===== src/stk_pkg.sv =====
// Shared types and codes for the LIFO stack engine.
// No dependencies; imported by the top level, stk_div10 and the testbench.
`timescale 1ns / 1ps
`default_nettype none
package stk_pkg;

  // request codes
  typedef enum logic [2:0] {
    OP_PUSH    = 3'd0,
    OP_POP     = 3'd1,
    OP_REVERSE = 3'd2,
    OP_DELETE  = 3'd3,
    OP_DIGITS  = 3'd4,
    OP_FOLD    = 3'd5
  } op_e;

  // result status codes
  typedef enum logic [1:0] {
    ST_OK    = 2'd0,
    ST_EMPTY = 2'd1,
    ST_FULL  = 2'd2
  } status_e;

  // sequencer states
  typedef enum logic [4:0] {
    S_IDLE,
    S_PUSH,
    S_POP_RD,
    S_POP_WB,
    S_REV_RLO,
    S_REV_RHI,
    S_REV_WLO,
    S_REV_WHI,
    S_DEL_RD,
    S_DEL_CHK,
    S_DIG_MUL,
    S_DIG_SUB,
    S_DIG_PUSH,
    S_FOLD_RD,
    S_FOLD_ACC,
    S_TOP_RD,
    S_RESP
  } state_e;

  localparam int unsigned MaxDigits = 10;
  localparam logic [31:0] Recip10 = 32'hCCCC_CCCD;

  typedef struct packed {
    logic [2:0]         req_type;
    logic signed [31:0] value;
  } req_t;

  typedef struct packed {
    logic signed [31:0] result_value;
    logic [1:0]         status;
    logic signed [31:0] top_value;
    logic [6:0]         entry_count;
    logic               is_empty;
    logic signed [31:0] even_sum;
  } rsp_t;

endpackage
`default_nettype wire


===== src/stack_engine_with_digit_ops.sv =====
// Top level of the LIFO stack engine: sequencer and datapath.
// Uses stk_pkg, stk_mem and stk_div10.
//
//  channel   | ports                 | handshake
//  ----------+-----------------------+-----------------------------
//  request   | req_i                 | taken when start & !busy
//  result    | rsp_o                 | valid one cycle with done_o
//
// Push writes the word in S_PUSH; pop reads the top entry, then writes back
// the fill level. Reverse reads both ends and writes both ends for each swapped
// pair, delete reads and checks each held entry, pop-as-number reads and adds
// each held entry, digit push multiplies and subtracts for each digit to split
// and then stores the digits one at a time; each walk ends with a top read and
// a result state. All walks go through the single port pair of the word store.
// Reset clears fill level, even sum and the sequencer; the store needs no
// clearing. busy stays high through the done_o cycle; the receiver cannot stall.
`timescale 1ns / 1ps
`default_nettype none
module stack_engine_with_digit_ops #(
  parameter int unsigned STACK_DEPTH = 64
) (
  input  wire            clk_i,
  input  wire            rst_ni,
  input  wire            start,
  output logic           busy,
  input  stk_pkg::req_t  req_i,
  output logic           done_o,
  output stk_pkg::rsp_t  rsp_o
);
  import stk_pkg::*;

  localparam int unsigned AddrW = (STACK_DEPTH > 1) ? $clog2(STACK_DEPTH) : 1;
  localparam int unsigned CntW  = $clog2(STACK_DEPTH + 1);

  state_e         state_q, state_d;
  logic [CntW-1:0] fill_q, fill_d;
  logic [CntW-1:0] lo_q, lo_d, hi_q, hi_d, kept_q, kept_d;
  logic [31:0]    even_q, even_d;
  logic [31:0]    val_q, val_d;
  logic [31:0]    res_q, res_d;
  logic [31:0]    tmp_q, tmp_d;
  status_e        status_q, status_d;
  op_e            op_q, op_d;
  logic [3:0]     nd_q, nd_d;
  logic [3:0]     dig_q [MaxDigits];
  logic [3:0]     dig_d [MaxDigits];

  logic            we;
  logic [AddrW-1:0] waddr, raddr;
  logic [31:0]     wdata, rdata, quot, q_times10, fold_next;
  logic [3:0]      digit;
  logic [3:0]      dig_top;
  logic [31:0]     fit_need, cnt32;
  logic            accept;

  stk_mem #(.Depth(STACK_DEPTH), .AddrW(AddrW)) u_mem (
    .clk_i   (clk_i),
    .we_i    (we),
    .waddr_i (waddr),
    .wdata_i (wdata),
    .raddr_i (raddr),
    .rdata_o (rdata)
  );

  stk_div10 u_div (
    .clk_i (clk_i),
    .n_i   (val_q),
    .q_o   (quot)
  );

  assign accept    = start && !busy;
  assign q_times10 = (quot << 3) + (quot << 1);
  assign digit     = 4'(val_q - q_times10);
  assign fold_next = (res_q << 3) + (res_q << 1) + rdata;
  assign fit_need  = 32'(fill_q) + 32'(nd_q) + 32'd1;
  assign dig_top   = dig_q[nd_q - 4'd1];

  // next state
  always_comb begin
    state_d = state_q;
    unique case (state_q)
      S_IDLE: begin
        if (accept) begin
          unique case (req_i.req_type)
            OP_PUSH:    state_d = S_PUSH;
            OP_POP:     state_d = (fill_q == '0) ? S_TOP_RD : S_POP_RD;
            OP_REVERSE: state_d = (fill_q > CntW'(1)) ? S_REV_RLO : S_TOP_RD;
            OP_DELETE:  state_d = (fill_q == '0) ? S_TOP_RD : S_DEL_RD;
            OP_DIGITS:  state_d = (!req_i.value[31] && req_i.value != 0) ? S_DIG_MUL
                                                                           : S_TOP_RD;
            OP_FOLD:    state_d = (fill_q == '0) ? S_TOP_RD : S_FOLD_RD;
            default:    state_d = S_TOP_RD;
          endcase
        end
      end
      S_PUSH:     state_d = S_TOP_RD;
      S_POP_RD:   state_d = S_POP_WB;
      S_POP_WB:   state_d = S_TOP_RD;
      S_REV_RLO:  state_d = S_REV_RHI;
      S_REV_RHI:  state_d = S_REV_WLO;
      S_REV_WLO:  state_d = S_REV_WHI;
      S_REV_WHI:  state_d = (lo_q + CntW'(1) < hi_q - CntW'(1)) ? S_REV_RLO : S_TOP_RD;
      S_DEL_RD:   state_d = S_DEL_CHK;
      S_DEL_CHK:  state_d = (lo_q + CntW'(1) == fill_q) ? S_TOP_RD : S_DEL_RD;
      S_DIG_MUL:  state_d = S_DIG_SUB;
      S_DIG_SUB: begin
        if (quot != 0) begin
          state_d = S_DIG_MUL;
        end else if (fit_need > 32'(STACK_DEPTH)) begin
          state_d = S_TOP_RD;
        end else begin
          state_d = S_DIG_PUSH;
        end
      end
      S_DIG_PUSH: state_d = (nd_q == 4'd1) ? S_TOP_RD : S_DIG_PUSH;
      S_FOLD_RD:  state_d = S_FOLD_ACC;
      S_FOLD_ACC: state_d = (lo_q + CntW'(1) == fill_q) ? S_TOP_RD : S_FOLD_RD;
      S_TOP_RD:   state_d = S_RESP;
      S_RESP:     state_d = S_IDLE;
      default:    state_d = S_IDLE;
    endcase
  end

  // datapath and store controls
  always_comb begin
    fill_d   = fill_q;
    lo_d     = lo_q;
    hi_d     = hi_q;
    kept_d   = kept_q;
    even_d   = even_q;
    val_d    = val_q;
    res_d    = res_q;
    tmp_d    = tmp_q;
    status_d = status_q;
    op_d     = op_q;
    nd_d     = nd_q;
    dig_d    = dig_q;
    we       = 1'b0;
    waddr    = fill_q[AddrW-1:0];
    wdata    = val_q;
    raddr    = lo_q[AddrW-1:0];
    unique case (state_q)
      S_IDLE: begin
        if (accept) begin
          op_d     = op_e'(req_i.req_type);
          val_d    = req_i.value;
          res_d    = '0;
          status_d = ST_OK;
          lo_d     = '0;
          hi_d     = fill_q - CntW'(1);
          kept_d   = '0;
          nd_d     = '0;
          if (req_i.req_type == OP_POP && fill_q == '0) begin
            res_d    = '1;
            status_d = ST_EMPTY;
          end
          if (req_i.req_type == OP_DELETE) begin
            even_d = '0;
          end
        end
      end
      S_PUSH: begin
        if (fill_q >= CntW'(STACK_DEPTH)) begin
          status_d = ST_FULL;
        end else begin
          we     = 1'b1;
          fill_d = fill_q + CntW'(1);
          if (!val_q[0]) even_d = even_q + val_q;
        end
      end
      S_POP_RD: raddr = hi_q[AddrW-1:0];
      S_POP_WB: begin
        res_d  = rdata;
        fill_d = fill_q - CntW'(1);
        if (!rdata[0]) even_d = even_q - rdata;
      end
      S_REV_RLO: raddr = lo_q[AddrW-1:0];
      S_REV_RHI: begin
        raddr = hi_q[AddrW-1:0];
        tmp_d = rdata;
      end
      S_REV_WLO: begin
        we    = 1'b1;
        waddr = lo_q[AddrW-1:0];
        wdata = rdata;
      end
      S_REV_WHI: begin
        we    = 1'b1;
        waddr = hi_q[AddrW-1:0];
        wdata = tmp_q;
        lo_d  = lo_q + CntW'(1);
        hi_d  = hi_q - CntW'(1);
      end
      S_DEL_RD: raddr = lo_q[AddrW-1:0];
      S_DEL_CHK: begin
        if (rdata != val_q) begin
          we     = 1'b1;
          waddr  = kept_q[AddrW-1:0];
          wdata  = rdata;
          kept_d = kept_q + CntW'(1);
          if (!rdata[0]) even_d = even_q + rdata;
        end
        lo_d = lo_q + CntW'(1);
        if (lo_q + CntW'(1) == fill_q) begin
          fill_d = (rdata != val_q) ? kept_q + CntW'(1) : kept_q;
        end
      end
      S_DIG_MUL: ;
      S_DIG_SUB: begin
        // store digits least significant first
        dig_d[nd_q] = digit;
        nd_d        = nd_q + 4'd1;
        val_d       = quot;
        if (quot == 0 && fit_need > 32'(STACK_DEPTH)) status_d = ST_FULL;
      end
      S_DIG_PUSH: begin
        // dig_q[nd_q-1] holds the most significant digit still to push
        we     = 1'b1;
        wdata  = {28'd0, dig_top};
        fill_d = fill_q + CntW'(1);
        nd_d   = nd_q - 4'd1;
        if (!dig_top[0]) even_d = even_q + {28'd0, dig_top};
      end
      S_FOLD_RD: raddr = lo_q[AddrW-1:0];
      S_FOLD_ACC: begin
        res_d = fold_next;
        lo_d  = lo_q + CntW'(1);
        if (lo_q + CntW'(1) == fill_q) begin
          fill_d = '0;
          even_d = '0;
        end
      end
      S_TOP_RD: raddr = 32'(fill_q - CntW'(1)) < 32'(STACK_DEPTH)
                        ? AddrW'(fill_q - CntW'(1)) : '0;
      S_RESP:   raddr = AddrW'(fill_q - CntW'(1));
      default: ;
    endcase
  end

  // hold control state
  always_ff @(posedge clk_i or negedge rst_ni) begin
    if (!rst_ni) begin
      state_q <= S_IDLE;
      fill_q  <= '0;
      even_q  <= '0;
    end else begin
      state_q <= state_d;
      fill_q  <= fill_d;
      even_q  <= even_d;
    end
  end

  // hold working registers
  always_ff @(posedge clk_i) begin
    lo_q     <= lo_d;
    hi_q     <= hi_d;
    kept_q   <= kept_d;
    val_q    <= val_d;
    res_q    <= res_d;
    tmp_q    <= tmp_d;
    status_q <= status_d;
    op_q     <= op_d;
    nd_q     <= nd_d;
    dig_q    <= dig_d;
  end

  // drive handshake and result
  assign cnt32  = 32'(fill_q);
  assign busy   = (state_q != S_IDLE);
  assign done_o = (state_q == S_RESP);
  always_comb begin
    rsp_o.result_value = res_q;
    rsp_o.status       = status_q;
    rsp_o.top_value    = (fill_q == '0) ? '1 : rdata;
    rsp_o.entry_count  = cnt32[6:0];
    rsp_o.is_empty     = (fill_q == '0);
    rsp_o.even_sum     = even_q;
  end

  // checks
  a_fill_bound: assert property (@(posedge clk_i) disable iff (!rst_ni)
    fill_q <= CntW'(STACK_DEPTH)) else $error("fill level beyond depth");
  a_busy_done: assert property (@(posedge clk_i) disable iff (!rst_ni)
    $fell(busy) |-> $past(done_o)) else $error("busy dropped without result");
  a_start_busy: assert property (@(posedge clk_i) disable iff (!rst_ni)
    accept |=> busy) else $error("request taken but not busy");
  a_full_op: assert property (@(posedge clk_i) disable iff (!rst_ni)
    (done_o && status_q == ST_FULL) |-> (op_q == OP_PUSH || op_q == OP_DIGITS))
    else $error("full status on a non-push request");

endmodule
`default_nettype wire


===== src/stk_mem.sv =====
// Stack word store: one write port, one registered read port.
// Depends on nothing but its parameters.
`timescale 1ns / 1ps
`default_nettype none
module stk_mem #(
  parameter int unsigned Depth = 64,
  parameter int unsigned AddrW = 6
) (
  input  wire              clk_i,
  input  wire              we_i,
  input  wire [AddrW-1:0]  waddr_i,
  input  wire [31:0]       wdata_i,
  input  wire [AddrW-1:0]  raddr_i,
  output logic [31:0]      rdata_o
);

  logic [31:0] mem [Depth];

  // write and read the array, read data registered
  always_ff @(posedge clk_i) begin
    if (we_i) begin
      mem[waddr_i] <= wdata_i;
    end
    rdata_o <= mem[raddr_i];
  end

endmodule
`default_nettype wire


===== src/stk_div10.sv =====
// Divide-by-ten unit: reciprocal multiply, product registered.
// Uses Recip10 from stk_pkg.
`timescale 1ns / 1ps
`default_nettype none
module stk_div10 (
  input  wire         clk_i,
  input  wire  [31:0] n_i,
  output logic [31:0] q_o
);
  import stk_pkg::*;

  logic [63:0] prod_q;

  // register the reciprocal product
  always_ff @(posedge clk_i) begin
    prod_q <= 64'(n_i) * 64'(Recip10);
  end

  // quotient is the product shifted down by 35
  assign q_o = {3'b000, prod_q[63:35]};

endmodule
`default_nettype wire


===== config.mk =====
export PLATFORM = sky130hd
export DESIGN_NAME = stack_engine_with_digit_ops
export DESIGN_NICKNAME = d
export VERILOG_FILES = /design/src/stk_pkg.sv /design/src/stack_engine_with_digit_ops.sv /design/src/stk_mem.sv /design/src/stk_div10.sv
export SDC_FILE = /design/constraint.sdc
export NUM_CORES = 2
export LEC_CHECK = 0
export CAP_MARGIN = 20
export CORE_MARGIN = 2
export CORE_UTILIZATION = 35
export CTS_CLUSTER_SIZE = 25
export DETAILED_ROUTE_END_ITERATION = 16
export DONT_BUFFER_PORTS = 1
export PLACE_DENSITY_LB_ADDON = 0.12
export SETUP_SLACK_MARGIN = 0.5
export SYNTH_ARGS = -nofsm -noshare
export SYNTH_HDL_FRONTEND = slang
export SYNTH_SLANG_ARGS = --single-unit
export TNS_END_PERCENT = 5

===== constraint.sdc =====
create_clock -name clk_i -period 10 [get_ports clk_i]
set_input_delay 1 -clock clk_i [delete_from_list [all_inputs] [get_ports clk_i]]
set_output_delay 1 -clock clk_i [all_outputs]
set_load 0.02 [all_outputs]

## After elaboration in Yosys (flattened, before gate mapping)

Memory sizes are Yosys's and may differ from the RTL's. A register that Yosys moved wholly into a read port is not among the register bits.
Cells that the tools add are included.

| storage, ports and cells | value |
|---|---|
| register bits | 271 |
| bits in writable memories | 2048 |
| input bits | 38 |
| output and inout port bits | 108 |
| memories kept | 1 |

| operators by class | value |
|---|---|
| add/sub/neg operators | 18 |
| $mul | 1 |
| order comparisons | 8 |
| equal/unequal tests | 36 |
| multiplexer cells | 64 |
| bitwise logic cells | 2 |
| reductions and logical operators | 36 |

Memories:

| memory | words | width | read ports | clocked after Yosys merged registers in | wr ports | RTL line | source |
|---|---|---|---|---|---|---|---|
| u_mem.mem | 64 | 32 | 1 | 1 | 1 | stk_mem.sv:17 | `logic [31:0] mem [Depth];` |

Operators with widths:

| kind | count |
|---|---|
| $mux 32 | 14 |
| $pmux 32 s6 | 1 |
| $add 32x32->32 | 4 |
| $pmux 32 s4 | 1 |
| $pmux 32 s3 | 1 |
| $pmux 5 s15 | 1 |
| $mul 32x32->64 const B | 1 |
| $pmux 32 s2 | 1 |
| $reduce_bool 32->1 | 2 |
| $mux 7 | 6 |
| $pmux 7 s2 | 3 |
| $bwmux 40 | 1 |
| $eq 5x4->1 const B | 8 |
| $pmux 6 s3 | 2 |
| $pmux 7 s5 | 1 |
| $add 32x4->32 | 1 |
| $logic_not 32->1 | 1 |
| $lt 32x7->1 const B | 1 |
| $ne 32x32->1 | 1 |
| $sub 32x32->32 | 1 |
| $mux 4 | 7 |
| $ne 2x2->1 const B | 12 |
| $pmux 4 s6 | 1 |
| $add 7x1->7 const B | 3 |
| 48 further kinds | 90 |

## Depth between registers and ports, before layout

| depth | value |
|---|---|
| depth after elaboration | 8 |
| depth in mapped cells | 28 |

## By module

From an unflattened synthesis, not the netlist that was laid out.

| second synthesis, totals | value |
|---|---|
| cells, all modules | 6812 |
| area, all modules | 112008.7 um^2 |

Modules (own cells, without submodules):

| module | times used | cells each | area an instance (um^2) |
|---|---|---|---|
| stk_mem | 1 | 3324 | 78512.8 |
| stk_div10 | 1 | 1754 | 17463.0 |
| stack_engine_with_digit_ops | 1 | 1734 | 16032.9 |

## Worst setup path after synthesis

Ideal clock, no wire load.

| path | value |
|---|---|
| kind | register -> register |
| from | reg val_q[17] |
| to | reg u_div.prod_q[63] |
| data arrival time | 7149 ps |
| data required time | 9928 ps |
| setup slack | 2778 ps |
| stages on the path, launching flop included | 24 |
| buffers on the path | 0 |
| period minus slack after synthesis | 7222 ps |
| path through | edfxtp_1 -> ha_1 -> inv_1 -> fa_1 -> inv_1 -> fa_1 -> inv_1 -> fa_1 -> inv_1 -> fa_1 -> fa_1 -> fa_1 -> fa_1 -> ha_1 -> a21oi_1 -> o211ai_1 -> nor4_1 -> o211ai_1 -> a211oi_1 -> a21oi_1 -> o21ai_0 -> nor3_1 -> a2111oi_0 -> xnor2_1 |

| between the ends | value |
|---|---|
| longest elaborated chain between the ends | 1 |

Ends and longest elaborated chain:

| what | RTL line | source |
|---|---|---|
| start, declared | stack_engine_with_digit_ops.sv:39 | `logic [31:0] val_q, val_d;` |
| start signal, assigned | stack_engine_with_digit_ops.sv:258 | `val_q <= val_d;` |
| $mul 32x32->64 | stk_div10.sv:16 | `prod_q <= 64'(n_i) * 64'(Recip10);` |
| end signal, assigned | stk_div10.sv:16 |  |
| end, declared | stk_div10.sv:12 | `logic [63:0] prod_q;` |

Every way passes these cells.
A chain may end at the register's enable or synchronous reset.

## Worst setup path in the final report

Ends and elaborated chain as after synthesis.

==> summary.md <==
| Metric | Value |
|---|---|
| Outcome | `completed` |
| XOR/XNOR Fraction of Synth Area | `1.54%` |
| Slew headroom | `17.9%` |
| Mux cell area share after synthesis | `10.8%` |
| Achievable Freq | `115 MHz` |
| Port-buffer cells | `0` |
| Starting Density | `35.2%` |
| EDFF count, synth | `2211` |
| Rows | `206` |
| H-tree depth | `5` |
| Largest net degree at the start of global routing | `102` |
| WL met3 | `20.0 mm` |
| Final Setup Violations | `0` |
| CTS Buf Count | `269` |
| WL met2 | `177 mm` |
| Clk_skew | `92.4 ps` |
| Worst min-delay path class | `input pin to flip-flop` |
| Layout cell share with drive strength beyond 1 | `17.8%` |
| All-Layer GR Usage | `22.9%` |
| R2R setup slack | `1270 ps` |
| Critical path class | `flip-flop to flip-flop` |
| Setup TNS | `0 ps` |
| Simple-Gate Fraction of Synth Area | `3.69%` |
| RSZ-0062 raised after global routing | `false` |
| Hold_sp | `req_i[33]` |
| CP Data Required Time | `10760 ps` |
| CP endpoint kind | `flip-flop` |
| Drt wl/cell | `33.0 um` |
| CP Launch Type | `flip-flop` |
| Routed Antenna Nets | `0` |
| Synth Area in Compound Gates | `6.20%` |
| Die height | `566 um` |
| Adder-cell share of the synthesized area | `12.4%` |
| Area Overhead vs Synth | `13.6%` |
| Met1 WL | `162 mm` |
| First DRT Iteration DRCs | `6845` |
| GPL Wtd Cong | `0.910` |
| Clock root cell | `clkbuf_16` |
| WL final | `372 mm` |
| HPWL Detailed | `249 mm` |
| Post-synth ARST share | `1.90%` |
| R2R Path End | `u_div.prod_q[63]` |
| Grt ovf | `0` |
| Clock tree sinks | `2316` |
| Synth Cell Area | `0.111 mm2` |
| Main combinational cell family by area after synthesis | `adder cells` |
| Hold Path End | `status_q[0]` |
| CP max stage delay | `830 ps` |
| Most common cell on crit path | `fa_1` |
| Reg clk slew, reported paths | `60 ps` |
| First-pass GRT wire length | `516 mm` |
| Die W | `566 um` |
| Crit-path max FO | `8` |
| Max-cap viol count | `0` |
| Final Hold Fails | `0` |
| Die ar. | `0.321 mm2` |
| Syn nets | `7579` |
| Core ar. | `0.315 mm2` |
| Routed vias | `62165` |
| R2R cell count | `24` |
| Yosys warns | `0` |
| DR vias/cell | `5.52` |
| Data arrival, critical path | `9490 ps` |
| Actual slew at the worst max-slew pin | `1230 ps` |
| Register area share after synthesis | `62.1%` |
| WP buf/inv | `5` |
| Netlist cell types | `80` |
| Tcrit/Tclk final | `87.3%` |
| Number of remaining DRC errors | `0` |
| Clk Latency, worst-skew pair | `910 ps` |
| I/O pins | `146` |
| Hold path cells | `1` |
| Number of global-route vias before repair | `63485` |
| Final hold slack | `365 ps` |
| Pre-antenna DRT Iters | `5` |
| Seq cells post-synth | `2316` |
| Nets@finish | `7761` |
| Initial antenna violation count | `39` |
| DR top layer | `met4` |
| Crit-path slowest cell | `edfxtp_1` |
| Top Family by Delay on Critical Path | `adder cells` |
| Worst flop-to-flop path startpoint | `val_q[17]` |
| Crit path cell chain | `ha_1 -> inv_1 -> fa_1 -> inv_1 -> fa_1 -> inv_1 -> fa_1 -> inv_1 -> fa_1 -> fa_1 -> fa_1 -> fa_1 -> ha_1 -> a21oi_1 -> o211ai_1 -> nor4_1 -> o211ai_1 -> a211oi_1 -> buf_4 -> a21oi_1 -> o21ai_0 -> nor3_1 -> a2111oi_0 -> xnor2_1` |
| Most used DFF post-synth | `edfxtp_1` |
| Post-CTS Setup Inserts | `0` |
| Clock buffer depth | `4` |
| Minimum clock period | `8730 ps` |
| TritonCTS clock tree | `built` |
| Avg Cell Area, Syn | `16.5 um2` |
| Final Slew Violations | `0` |
| Synthesized instance count | `6692` |
## flip-flops by register name (all words and copies together) (netlist names), 7 cells and up
signal         cells
u_mem.mem       2048
dig_q             40
even_q            32
res_q             32
tmp_q             32
u_mem.rdata_o     32
val_q             32
u_div.prod_q      29
fill_q             7
hi_q               7
kept_q             7
lo_q               7
## worst max path at each step
stage | from | endpoint | slack [ps] | depth (start not counted)
detailed placement | val_q[17] | u_div.prod_q[63] | 1290 | 24
CTS | val_q[17] | u_div.prod_q[63] | 1260 | 24
global placement | val_q[17] | u_div.prod_q[63] | 1390 | 24
global route | val_q[17] | u_div.prod_q[63] | 790 | 24
finish | val_q[17] | u_div.prod_q[63] | 1270 | 24
floorplan | val_q[17] | u_div.prod_q[63] | 2780 | 23
## cell usage after synthesis (all sizes together) (95+ instances only)
library cell | count | area (um2)
edfxtp | 2211 | 66400
inv | 620 | 2330
mux4 | 520 | 11700
ha | 432 | 5410
fa | 417 | 8350
a21oi | 272 | 1360
a22oi | 270 | 2030
nand2 | 270 | 1010
clkbuf | 228 | 856
nor2 | 191 | 719
o21ai | 156 | 781
xor2 | 100 | 876
xnor2 | 95 | 832
## metal layers
layer / vias to the layer above / GRT usage (%)
li1: 26204 / -
met1: 33477 / 31.9
met2: 2012 / 37.2
met3: 472 / 2.91
met4: 0 / 7.31
met5: - / 0
## cells in the final DEF, fill, tap and decap left out, types with 50 or more instances in the layout
cell type  netlist  final
ha_1           432    432
edfxtp_1      2211   2211
inv_1          620    592
nor2_4           0     66
a21oi_1        272    272
fa_1           417    417
dfxtp_1         61     61
clkbuf_16        0    276
nand2_1        270    266
o21ai_0        156    156
xnor2_1         95     94
mux4_2         520    520
xor2_1         100    100
a21o_1          78     77
nor3_1          52     50
buf_4            8    207
a22oi_1        270    270
nor2_1         190    121
clkbuf_1       228     65
## what timing repair did
action | in CTS | in global routing
hold buffers | 2 | 0
endpoints found under the hold margin | 44 | 0
resized for setup | 0 | 0
## metrics by stage
step	utilization [%]	cell area [um2]	setup slack, ps	instances
final	39.9	126000	1270	11270
after global routing	39.9	126000	786	11262
after CTS	39.9	126000	1260	11237
after detailed placement	37.2	117000	1290	10760
after global placement	37.2	117000	1390	10758
after floorplan	-	111000	2780	6692
## layout make-up
type	count	area, um2
fill	28759	189000
sequential	2316	68700
multi-input combinational	3442	39000
clock buffer	354	7330
tap	4160	5200
inverter	620	2330
timing repair buffer	225	1890
clock inverter	121	1190
antenna	32	80.1
## cells by family after synthesis
family	Yosys count
DFF	2316
AOI/OAI and AO/OA	1024
buffers and inverters	934
adders and majority gates	849
and+or+nand+nor	834
muxes	540
xor gates and xnor gates	195
Power is not shown: default switching activity piles up to over one toggle a cycle in this logic, so the estimate is an artifact.
